## src/rtl/upd_pkg.sv

```systemverilog
// ----------------------------------------------------------------------------
// upd_pkg
// Shared types, character codes and hex helpers for the URL percent decoder.
// ----------------------------------------------------------------------------
package upd_pkg;

  // Character codes recognised by the decoder.
  localparam logic [7:0] CH_PERCENT = 8'h25;
  localparam logic [7:0] CH_PLUS    = 8'h2B;
  localparam logic [7:0] CH_SPACE   = 8'h20;

  // Default depth of the queue between front and back.
  localparam int QUEUE_DEPTH_DEF = 4;

  // Most result bytes that one input item can cause.
  localparam int MAX_RESULTS = 3;

  // One input item.
  typedef struct packed {
    logic [7:0] in_byte;
    logic       in_last;
  } in_item_t;

  // One result item.
  typedef struct packed {
    logic [7:0] out_byte;
    logic       out_last;
  } out_item_t;

  // Work handed from front to back: up to three bytes for one input item.
  typedef struct packed {
    logic [MAX_RESULTS-1:0][7:0] bytes;
    logic [1:0]                  count;
    logic                        last;
  } upd_cmd_t;

  // Status of the queue, seen by front and back.
  typedef struct packed {
    logic full;
    logic empty;
  } upd_qstat_t;

  // Escape tracking state.
  typedef enum logic [1:0] {
    PH_IDLE  = 2'd0,
    PH_PCT   = 2'd1,
    PH_DIGIT = 2'd2
  } upd_phase_t;

  // True for 0-9, A-F and a-f.
  function automatic logic is_hex(input logic [7:0] c);
    is_hex = (c >= 8'h30 && c <= 8'h39) || (c >= 8'h41 && c <= 8'h46) ||
             (c >= 8'h61 && c <= 8'h66);
  endfunction

  // Value of a hex digit; only meaningful where is_hex holds.
  function automatic logic [3:0] hex_value(input logic [7:0] c);
    logic [7:0] u;
    u = (c >= 8'h61) ? (c - 8'h20) : c;
    if (u >= 8'h41) begin
      hex_value = 4'(u - 8'h37);
    end else begin
      hex_value = 4'(u - 8'h30);
    end
  endfunction

endpackage

```

## src/rtl/url_percent_decoder_unit.sv

```systemverilog
// ----------------------------------------------------------------------------
// url_percent_decoder_unit
// Streaming URL percent decoder that also turns '+' into a space.
// ----------------------------------------------------------------------------
// Usage: encoded bytes arrive on the input channel (in_valid, in_stall,
// in_item), one per item, with in_last on the final byte of a string.
// Decoded bytes leave on the output channel (out_valid, out_stall, out_item),
// with out_last on the final decoded byte. An item is taken at a clock edge
// where valid is high and stall is low.
// A byte that produces output is written into the queue at the edge that
// takes it; its first result is then loaded into the output register.
// Throughput: one input item per cycle while its results keep pace; one
// output item per cycle while the receiver does not stall, so an item that
// yields three bytes (a malformed escape) takes three output items.
// The queue between front and back, of QueueDepth entries, absorbs these bursts.
// A '%' or a first hex digit produces nothing until the escape resolves.
// Reset clears the escape state, empties the queue and drops out_valid.
// While the receiver stalls, the output item holds; once the queue fills,
// in_stall rises and input is held off.
// ----------------------------------------------------------------------------
module url_percent_decoder_unit import upd_pkg::*; #(
  parameter int QueueDepth = QUEUE_DEPTH_DEF
) (
  input  logic      clk,
  input  logic      rst,
  input  logic      in_valid,
  output logic      in_stall,
  input  in_item_t  in_item,
  output logic      out_valid,
  input  logic      out_stall,
  output out_item_t out_item
);

  upd_cmd_t   front_cmd;
  upd_cmd_t   head_cmd;
  upd_qstat_t qstat;
  logic       push;
  logic       pop;

  // Front: classify bytes and track escapes.
  upd_front u_front (
    .clk      (clk),
    .rst      (rst),
    .in_valid (in_valid),
    .in_stall (in_stall),
    .in_item  (in_item),
    .qstat    (qstat),
    .push     (push),
    .cmd      (front_cmd)
  );

  // Queue between the two halves.
  upd_queue #(
    .Depth (QueueDepth)
  ) u_queue (
    .clk      (clk),
    .rst      (rst),
    .push     (push),
    .push_cmd (front_cmd),
    .pop      (pop),
    .head     (head_cmd),
    .qstat    (qstat)
  );

  // Back: emit the bytes one at a time.
  upd_back u_back (
    .clk       (clk),
    .rst       (rst),
    .head      (head_cmd),
    .qstat     (qstat),
    .pop       (pop),
    .out_valid (out_valid),
    .out_stall (out_stall),
    .out_item  (out_item)
  );

endmodule

```

## src/rtl/upd_front.sv

```systemverilog
// ----------------------------------------------------------------------------
// upd_front
// Accepts encoded bytes, tracks pending escapes and forms the list of bytes
// that each item produces.
// ----------------------------------------------------------------------------
module upd_front import upd_pkg::*; (
  input  logic       clk,
  input  logic       rst,
  input  logic       in_valid,
  output logic       in_stall,
  input  in_item_t   in_item,
  input  upd_qstat_t qstat,
  output logic       push,
  output upd_cmd_t   cmd
);

  upd_phase_t phase, phase_mid, phase_next;
  logic [7:0] held, held_next;
  logic       accept;
  logic       b_hex;
  logic       b_pct;
  logic       plain_emits;
  logic [7:0] plain_out;
  logic [7:0] decoded;

  // Classification of the incoming byte.
  assign b_hex       = is_hex(in_item.in_byte);
  assign b_pct       = (in_item.in_byte == CH_PERCENT);
  assign plain_emits = !b_pct;
  assign plain_out   = (in_item.in_byte == CH_PLUS) ? CH_SPACE : in_item.in_byte;
  assign decoded     = {hex_value(held), hex_value(in_item.in_byte)};

  assign in_stall = qstat.full;
  assign accept   = in_valid && !qstat.full;
  assign push     = accept && (cmd.count != 2'd0);

  // Next escape state; the mid value is the state before any end-of-string flush.
  always_comb begin
    held_next = held;
    unique case (phase)
      PH_PCT: begin
        if (b_hex) begin
          phase_mid = PH_DIGIT;
          held_next = in_item.in_byte;
        end else begin
          phase_mid = b_pct ? PH_PCT : PH_IDLE;
        end
      end
      PH_DIGIT: begin
        if (b_hex) begin
          phase_mid = PH_IDLE;
        end else begin
          phase_mid = b_pct ? PH_PCT : PH_IDLE;
        end
      end
      default: begin
        phase_mid = b_pct ? PH_PCT : PH_IDLE;
      end
    endcase
    phase_next = in_item.in_last ? PH_IDLE : phase_mid;
  end

  // Bytes produced by this item, in order.
  always_comb begin
    cmd.bytes = '0;
    cmd.count = 2'd0;
    cmd.last  = in_item.in_last;
    unique case (phase)
      PH_PCT: begin
        if (!b_hex) begin
          cmd.bytes[0] = CH_PERCENT;
          if (plain_emits) begin
            cmd.bytes[1] = plain_out;
            cmd.count    = 2'd2;
          end else begin
            cmd.count = 2'd1;
          end
        end
      end
      PH_DIGIT: begin
        if (b_hex) begin
          cmd.bytes[0] = decoded;
          cmd.count    = 2'd1;
        end else begin
          cmd.bytes[0] = CH_PERCENT;
          cmd.bytes[1] = held;
          if (plain_emits) begin
            cmd.bytes[2] = plain_out;
            cmd.count    = 2'd3;
          end else begin
            cmd.count = 2'd2;
          end
        end
      end
      default: begin
        if (plain_emits) begin
          cmd.bytes[0] = plain_out;
          cmd.count    = 2'd1;
        end
      end
    endcase
    // At the end of the string a pending escape is flushed literally.
    if (in_item.in_last) begin
      if (phase_mid == PH_PCT) begin
        cmd.bytes[cmd.count] = CH_PERCENT;
        cmd.count            = cmd.count + 2'd1;
      end else if (phase_mid == PH_DIGIT) begin
        cmd.bytes[0] = CH_PERCENT;
        cmd.bytes[1] = held_next;
        cmd.count    = 2'd2;
      end
    end
  end

  // State registers.
  always_ff @(posedge clk) begin
    if (rst) begin
      phase <= PH_IDLE;
    end else if (accept) begin
      phase <= phase_next;
    end
  end

  always_ff @(posedge clk) begin
    if (rst) begin
      held <= '0;
    end else if (accept) begin
      held <= held_next;
    end
  end

endmodule

```

## src/rtl/upd_queue.sv

```systemverilog
// ----------------------------------------------------------------------------
// upd_queue
// Short first-in first-out queue of decode work between front and back.
// ----------------------------------------------------------------------------
module upd_queue import upd_pkg::*; #(
  parameter int Depth = QUEUE_DEPTH_DEF
) (
  input  logic       clk,
  input  logic       rst,
  input  logic       push,
  input  upd_cmd_t   push_cmd,
  input  logic       pop,
  output upd_cmd_t   head,
  output upd_qstat_t qstat
);

  localparam int AW = (Depth > 1) ? $clog2(Depth) : 1;
  localparam int CW = $clog2(Depth + 1);

  upd_cmd_t        entries [Depth];
  logic [AW-1:0]   wptr, rptr;
  logic [CW-1:0]   fill;

  assign qstat.full  = (fill == CW'(Depth));
  assign qstat.empty = (fill == '0);
  assign head        = entries[rptr];

  // Entry storage.
  always_ff @(posedge clk) begin
    if (push) begin
      entries[wptr] <= push_cmd;
    end
  end

  // Pointers and fill count.
  always_ff @(posedge clk) begin
    if (rst) begin
      wptr <= '0;
      rptr <= '0;
      fill <= '0;
    end else begin
      if (push) begin
        wptr <= (wptr == AW'(Depth - 1)) ? '0 : wptr + 1'b1;
      end
      if (pop) begin
        rptr <= (rptr == AW'(Depth - 1)) ? '0 : rptr + 1'b1;
      end
      if (push && !pop) begin
        fill <= fill + 1'b1;
      end else if (pop && !push) begin
        fill <= fill - 1'b1;
      end
    end
  end

endmodule

```

## src/rtl/upd_back.sv

```systemverilog
// ----------------------------------------------------------------------------
// upd_back
// Walks the bytes of the head work entry and presents them one item per
// cycle, while the receiver does not stall, through an output register.
// ----------------------------------------------------------------------------
module upd_back import upd_pkg::*; (
  input  logic       clk,
  input  logic       rst,
  input  upd_cmd_t   head,
  input  upd_qstat_t qstat,
  output logic       pop,
  output logic       out_valid,
  input  logic       out_stall,
  output out_item_t  out_item
);

  logic [1:0] idx;
  logic       load;
  logic       at_end;

  // The register loads whenever work is queued and it is empty or being taken.
  assign load   = !qstat.empty && (!out_valid || !out_stall);
  assign at_end = (idx == head.count - 2'd1);
  assign pop    = load && at_end;

  // Byte index within the head entry.
  always_ff @(posedge clk) begin
    if (rst) begin
      idx <= 2'd0;
    end else if (load) begin
      idx <= at_end ? 2'd0 : idx + 2'd1;
    end
  end

  // Output register.
  always_ff @(posedge clk) begin
    if (rst) begin
      out_valid <= 1'b0;
    end else if (load) begin
      out_valid <= 1'b1;
    end else if (!out_stall) begin
      out_valid <= 1'b0;
    end
  end

  always_ff @(posedge clk) begin
    if (load) begin
      out_item.out_byte <= head.bytes[idx];
      out_item.out_last <= head.last && at_end;
    end
  end

endmodule

```

## config.mk

```make
export PLATFORM = sky130hd
export DESIGN_NAME = url_percent_decoder_unit
export DESIGN_NICKNAME = d
export VERILOG_FILES = /design/src/rtl/upd_pkg.sv /design/src/rtl/url_percent_decoder_unit.sv /design/src/rtl/upd_front.sv /design/src/rtl/upd_queue.sv /design/src/rtl/upd_back.sv
export SDC_FILE = /design/constraint.sdc
export NUM_CORES = 1
export LEC_CHECK = 0
export ABC_AREA = 1
export BUFFER_PORTS_ARGS = -buffer_cell sky130_fd_sc_hd__clkbuf_2
export CAP_MARGIN = 15
export CORE_MARGIN = 2
export CORE_UTILIZATION = 33
export DETAILED_ROUTE_END_ITERATION = 7
export GPL_ROUTABILITY_DRIVEN = 1
export GPL_TIMING_DRIVEN = 1
export HOLD_SLACK_MARGIN = 0.02
export SYNTH_ARGS = -nofsm -noshare
export SYNTH_HDL_FRONTEND = slang
export SYNTH_HIERARCHICAL = 1
export SYNTH_SLANG_ARGS = --single-unit
```

## constraint.sdc

```tcl
create_clock -name clk -period 4.1 [get_ports clk]
set_clock_uncertainty 0.1 [all_clocks]
set_input_delay 0.615 -clock clk [delete_from_list [all_inputs] [get_ports clk]]
set_output_delay 0.615 -clock clk [all_outputs]
set_load 0.005 [all_outputs]
```

# After elaboration in Yosys (flattened, before gate mapping)
# Memories as Yosys holds them, arrays and structs flattened. A register that Yosys moved wholly into a read port is not among the register bits.
# Cells that the tools add are included.
# W data, S select, Z words.
# op_classes
add_sub_neg,13
magnitude_cmp,12
n_eq_ne,11
muxes,41
bitwise_logic,3
reduce_logical,23
# op_table
op,count
$mux W8,10
$mux W18,3
$ge A8 B7 Y1 const B,5
$mux W26,1
$mux W10,2
$pmux W10 S2,1
$mux W2,9
$bmux W8 S2,1
$demux W8 S2,1
$eq A8 B6 Y1 const B,2
$le A8 B7 Y1 const B,2
$mux W16,1
$pmux W8 S2,1
$sub A8 B6 Y8 const B,2
$and A15 B15 Y15,1
$not A15 Y15,1
$logic_and A1 B1 Y1,11
$or A9 B9 Y9,1
$add A2 B1 Y2 const B,4
$eq A2 B2 Y1 const B,4
$ge A8 B6 Y1 const B,1
$le A8 B6 Y1 const B,1
$mux W4,2
$sub A4 B1 Y4 const B,2
other kinds (17),34
# word_totals
regBits,29
mem_bits_rw,108
input_bits,13
out_inout_bits,11
n_memories,1
# memory_table
memory,words,word_bits,rd,rd_ports_with_merged_regs,write_ports,line_no,source
u_queue.entries,4,27,1,1,1,upd_queue.sv:20,upd_cmd_t entries [Depth];

# Logic depth before layout (Yosys ltp)
# logic_depth
ltp_word,20
depth_mapped,22
ltp_nobuf,22

# Modules after synthesis
# The synthesis kept the hierarchy.
# modules_own_cells
mod,instances,cells_per_inst,area_each_um2,seq_area_each_um2
upd_queue,1,320,4510.6,3423.3
upd_front,1,312,1876.8,200.2
upd_back,1,80,688.2,330.3

# Worst setup path before layout
# OpenSTA, ideal clock, no wires.
# synth_timing
path_type,input port to flip-flop
from,input port in_item[2] (netlist name)
to,register u_queue.fill[2]
t_arrival_ns,3.189
required_time_ns,3.890
path_slack_ns,0.701
cell_stages,22
path_cell_list,inv_1 -> ha_1 -> inv_1 -> nand3_1 -> nand4_2 -> nand2_4 -> buf_12 -> inv_4 -> nand2_2 -> ha_1 -> nand3b_1 -> nand2_1 -> a21oi_1 -> ha_1 -> inv_1 -> fa_1 -> inv_1 -> nand2_1 -> nand3_1 -> nand2_1 -> inv_1 -> nor2_1
# synth_via
elab_chain_len,15
# synth_rtl
item,line_no,source
from (decl),url_percent_decoder_unit.sv:28,"input in_item_t in_item,"
"$ge A8 B6 Y1, or another cell as far along",upd_pkg.sv:52,is_hex = (c >= 8'h30 && c <= 8'h39) || (c >= 8'h41 && c <= 8'h46) ||
$logic_and A1 B1 Y1,upd_pkg.sv:52,
$logic_or A1 B1 Y1 (2 in series),upd_pkg.sv:52,
"$mux W2, on equally long branches","upd_front.sv:50, upd_front.sv:42",
$pmux W2 S2,upd_front.sv:40,unique case (phase)
$eq A2 B2 Y1,upd_front.sv:107,end else if (phase_mid == PH_DIGIT) begin
$mux W18,upd_front.sv:107,
$mux W18,upd_front.sv:104,if (phase_mid == PH_PCT) begin
$mux W26 (*),upd_front.sv:103,if (in_item.in_last) begin
$reduce_bool A2 Y1 (*),upd_front.sv:35,assign push = accept && (cmd.count != 2'd0);
$logic_and A1 B1 Y1 (*),upd_front.sv:35,
via push,url_percent_decoder_unit.sv:37,logic push;
$logic_not A1 Y1,upd_queue.sv:50,end else if (pop && !push) begin
$logic_and A1 B1 Y1,upd_queue.sv:50,
$reduce_bool A2 Y1 (no source line),--,
to (signal assigned),upd_queue.sv:49,fill <= fill + 1'b1;
to (signal assigned),upd_queue.sv:51,fill <= fill - 1'b1;
to (decl),upd_queue.sv:22,logic [CW-1:0] fill;
# Mark *: on every way through the listed nets, which the timed path passes. The rest lies on a longest branch.
# A chain may end at the register's enable or synchronous reset.

# Worst setup path after layout
# layout_timing
from,register u_front.phase[0]
to,register u_queue.fill[1]
# layout_via
elab_chain_len,11
# layout_rtl
item,line_no,source
from (decl),upd_front.sv:17,"upd_phase_t phase, phase_mid, phase_next;"
from (signal assigned),upd_front.sv:120,phase <= phase_next;
$eq A2 B2 Y1 / $eq A2 B1 Y1 (equally long branches),"upd_front.sv:40, upd_front.sv:68",
$pmux W2 S2,upd_front.sv:40,
$eq A2 B2 Y1,upd_front.sv:107,
$mux W18,upd_front.sv:107,
$mux W18,upd_front.sv:104,
$mux W26 (*),upd_front.sv:103,
$reduce_bool A2 Y1 (*),upd_front.sv:35,
$logic_and A1 B1 Y1 (*),upd_front.sv:35,
via push,url_percent_decoder_unit.sv:37,
$logic_not A1 Y1,upd_queue.sv:50,
$logic_and A1 B1 Y1,upd_queue.sv:50,
$reduce_bool A2 Y1 (no source line),--,
# Marks and branches as above.

==> flow_metrics.env <==
export IMPL_fillers=2078
export IMPL_synth_xor_area_share_pct=0.619
export IMPL_syn2layout_area_growth_pct=11.6
export IMPL_core_area_um2=21000
export IMPL_vias=4968
export IMPL_htree_levels=4
export IMPL_layout_drive_gt1_share_pct=14.9
export IMPL_synth_simple_gate_area_share_pct=18.0
export IMPL_hold_ws_ns=0.393
export IMPL_r2r_end="u_queue/fill[1]$_SDFFE_PP0P_"
export IMPL_root_buffer="clkbuf_16"
export IMPL_fmax_ghz=0.298
export IMPL_dpl_hpwl_um=10800
export IMPL_syn_num_nets=749
export IMPL_first_pass_iters=5
export IMPL_holdPathStages=2
export IMPL_peakVddDrop_v=0.000300
export IMPL_first_iter_violations=368
export IMPL_ant_nets=0
export IMPL_status="complete, no violations"
export IMPL_vias_per_cell=4.87
export IMPL_hold_end="u_front/phase[1]$_SDFFE_PP0P_"
export IMPL_cts_buffer_depth=2
export IMPL_syn_inst=712
export IMPL_n_antenna_cell=0
export IMPL_track_usage_pct=14.9
export IMPL_ys_types=46
export IMPL_post_cts_buffers=0
export IMPL_hp_class="flip-flop to flip-flop"
export IMPL_worstRegToRegCells=15
export IMPL_die_area_um2=22600
export IMPL_netlist_area_um2=7080
export IMPL_path_max_fanout=11
export IMPL_tightest_slew_ns=0.963
export IMPL_insertion_delay_ns=0.41
export IMPL_synth_compound_area_share_pct=12.8
export IMPL_p_leak_nw=3.19
export IMPL_tns_ns=0
export IMPL_rsz0062_at_grt="false"
export IMPL_critPathArrivalTime_ns=3.57
export IMPL_end_kind="flip-flop"
export IMPL_final_common_cell="edfxtp_1"
export IMPL_finalMaxSlewViolations=0
export IMPL_finalCritPeriodShare_pct=81.9
export IMPL_gp_congestion=0.891
export IMPL_wl_um=15900
export IMPL_synthAdderAreaFrac_pct=4.35
export IMPL_final_cell_mix="117 x edfxtp_1, 96 x nor2_1, 91 x nand2_1, 72 x inv_1, 61 x o21ai_0"
export IMPL_post_cts_resize_count=0
export IMPL_start_util_pct=33.7
export IMPL_first_global_vias=4562
export IMPL_r2r_start="u_front/phase[0]$_SDFFE_PP0P_"
export IMPL_hold_path_startpoint="u_front/phase[1]$_SDFFE_PP0P_"
export IMPL_tritoncts="done"
export IMPL_synth_main_ff_cell="edfxtp_1"
export IMPL_synth_edf_count=117
export IMPL_seq_area_frac_synth_pct=55.9
export IMPL_numCtsBuffers=17
export IMPL_start_kind="flip-flop"
export IMPL_io_pins=24
export IMPL_port_buffer_count=23
export IMPL_grt_start_max_net_pins=55
export IMPL_dieHeight_um=150
export IMPL_antenna_found_initial=0
export IMPL_setup_viol=0
export IMPL_cts_hold_buffers_added=0
export IMPL_syn_avg_cell_area_um2=9.94
export IMPL_dieWidth_um=150
export IMPL_cp_data_required_time_ns=4.31
export IMPL_drv_cap=0
export IMPL_ys_async_sr_fraction_pct=0
export IMPL_drc_errors=0
export IMPL_cts_sinks=139
export IMPL_grt_ovfl_total=0
export IMPL_rows=53
export IMPL_hold_viol=0
export IMPL_reg2reg_slack_ns=0.74
export IMPL_wire_per_inst_um=15.6
export IMPL_min_period_ns=3.36
export IMPL_power_density_nw_per_um2=594
export IMPL_clk_pin_slew_worst_paths_ns=0.06
export IMPL_yosysWarnings=6
export IMPL_synth_top_family_by_area="simple AND/OR/NAND/NOR gates"
export IMPL_muxShareOfSynthArea_pct=0
export IMPL_nNetsFinal=770
export IMPL_grt_pass1_wl_um=25200
export IMPL_ys_ff_latch=139
export IMPL_worstSetupPathType="flip-flop to flip-flop"
export IMPL_maxSlewHeadroom_pct=35.3
==> power breakdown <==
part	switching [mW]	internal (mW)	leakage, nW
registers	0.149	1.78	1.28
clock network	0.636	0.793	0.259
logic	0.902	0.434	1.65
total	1.69	3.01	3.19
==> sequential cells by signal, indices dropped and copies added, names as in the netlist, named ones only <==
register          count
u_queue/entries     108
u_back/out_item       9
u_front/held          8
u_queue/fill          3
u_back/idx            2
u_front/phase         2
u_queue/rptr          2
u_queue/wptr          2
u_back/out_valid      1
==> cell usage after synthesis, types with 2 or more instances <==
| library cell | count | area share [%] |
|---|---|---|
| edfxtp_1 | 117 | 50 |
| nor2_1 | 96 | 5.1 |
| nand2_1 | 91 | 4.8 |
| inv_1 | 72 | 3.8 |
| o21ai_0 | 61 | 4.3 |
| nand3_1 | 41 | 2.9 |
| o21ai_1 | 35 | 2.5 |
| o22ai_1 | 32 | 2.8 |
| ha_1 | 23 | 4.1 |
| dfxtp_1 | 22 | 6.2 |
| a21oi_1 | 19 | 1.3 |
| buf_6 | 12 | 1.9 |
| inv_2 | 12 | 0.64 |
| nor3_1 | 8 | 0.57 |
| nand2_4 | 7 | 1.1 |
| nand4_1 | 7 | 0.62 |
| buf_2 | 6 | 0.42 |
| buf_4 | 6 | 0.64 |
| a21oi_2 | 4 | 0.50 |
| nand2_2 | 4 | 0.35 |
| nor2_2 | 3 | 0.27 |
| xor2_1 | 3 | 0.37 |
| inv_4 | 2 | 0.18 |
| nand3_2 | 2 | 0.28 |
| nand3b_1 | 2 | 0.21 |
| nor2_4 | 2 | 0.32 |
| nor2_8 | 2 | 0.57 |
| o31ai_1 | 2 | 0.21 |
| xnor2_1 | 2 | 0.25 |
==> worst max path at each step <==
stage,start,to,slack [ns],depth (start not counted)
after global placement,in_item[2],u_queue/fill[2]$_SDFFE_PP0P_,0.59,22
after floorplan,in_item[2],u_queue/fill[2]$_SDFFE_PP0P_,0.70,22
final,u_front/phase[0]$_SDFFE_PP0P_,u_queue/fill[1]$_SDFFE_PP0P_,0.74,15
after detailed placement,in_item[2],u_queue/fill[2]$_SDFFE_PP0P_,0.52,22
after CTS,u_front/phase[0]$_SDFFE_PP0P_,u_queue/fill[1]$_SDFFE_PP0P_,0.76,15
after global routing,u_front/phase[0]$_SDFFE_PP0P_,u_queue/fill[2]$_SDFFE_PP0P_,0.47,18
==> per-layer routing <==
layer  wire (um)  global-route usage (%)  part of all wire (%)  vias up
met5           0                       0                     0        -
met4         117                    4.15                  0.74        0
met3         906                    3.82                   5.7        6
met2        7300                    22.7                    46      119
met1        7600                    21.1                    48     2348
li1            -                       -                     -     2495
==> cell families after synthesis <==
logic type | Yosys count
compound gates | 159
xor+xnor | 5
fa+ha+maj | 24
buf+inv | 116
flops | 139
simple gates | 269
==> metrics by stage <==
| step | area [um^2] | worst slack, ns | instances | util [%] | power, mW |
|---|---|---|---|---|---|
| global placement | 7340 | 0.586 | 989 | 34.9 | 3.29 |
| detailed placement | 7340 | 0.517 | 989 | 34.9 | 3.30 |
| floorplan | 7080 | 0.701 | 712 | - | 2.97 |
| finish | 7900 | 0.741 | 1021 | 37.6 | 4.69 |
| global route | 7900 | 0.474 | 1021 | 37.6 | 4.99 |
| CTS | 7900 | 0.758 | 1021 | 37.6 | 4.73 |
==> worst max-delay path, stage by stage (launching register included) <==
cell,delay (ns)
dfxtp_1,0.38
inv_1,0.06
ha_1,0.45
inv_1,0.40
nor2_1,0.09
inv_1,0.07
nand2_1,0.10
ha_1,0.30
nand3b_1,0.15
nand2_1,0.09
a21oi_1,0.08
ha_1,0.25
inv_1,0.09
fa_1,0.41
o21ai_0,0.18
nor2_1,0.05
==> final cells by class <==
class                      count  area, um^2  share of cell area (%)
tap                          275         344                    4.36
clock inverter                15         129                    1.63
clock buffer                  17         425                    5.39
multi-input combinational    457        2530                    32.0
timing repair buffer          30         168                    2.12
sequential                   139        3960                    50.1
inverter                      88         348                    4.40
Power figures use the tool's default switching activity.
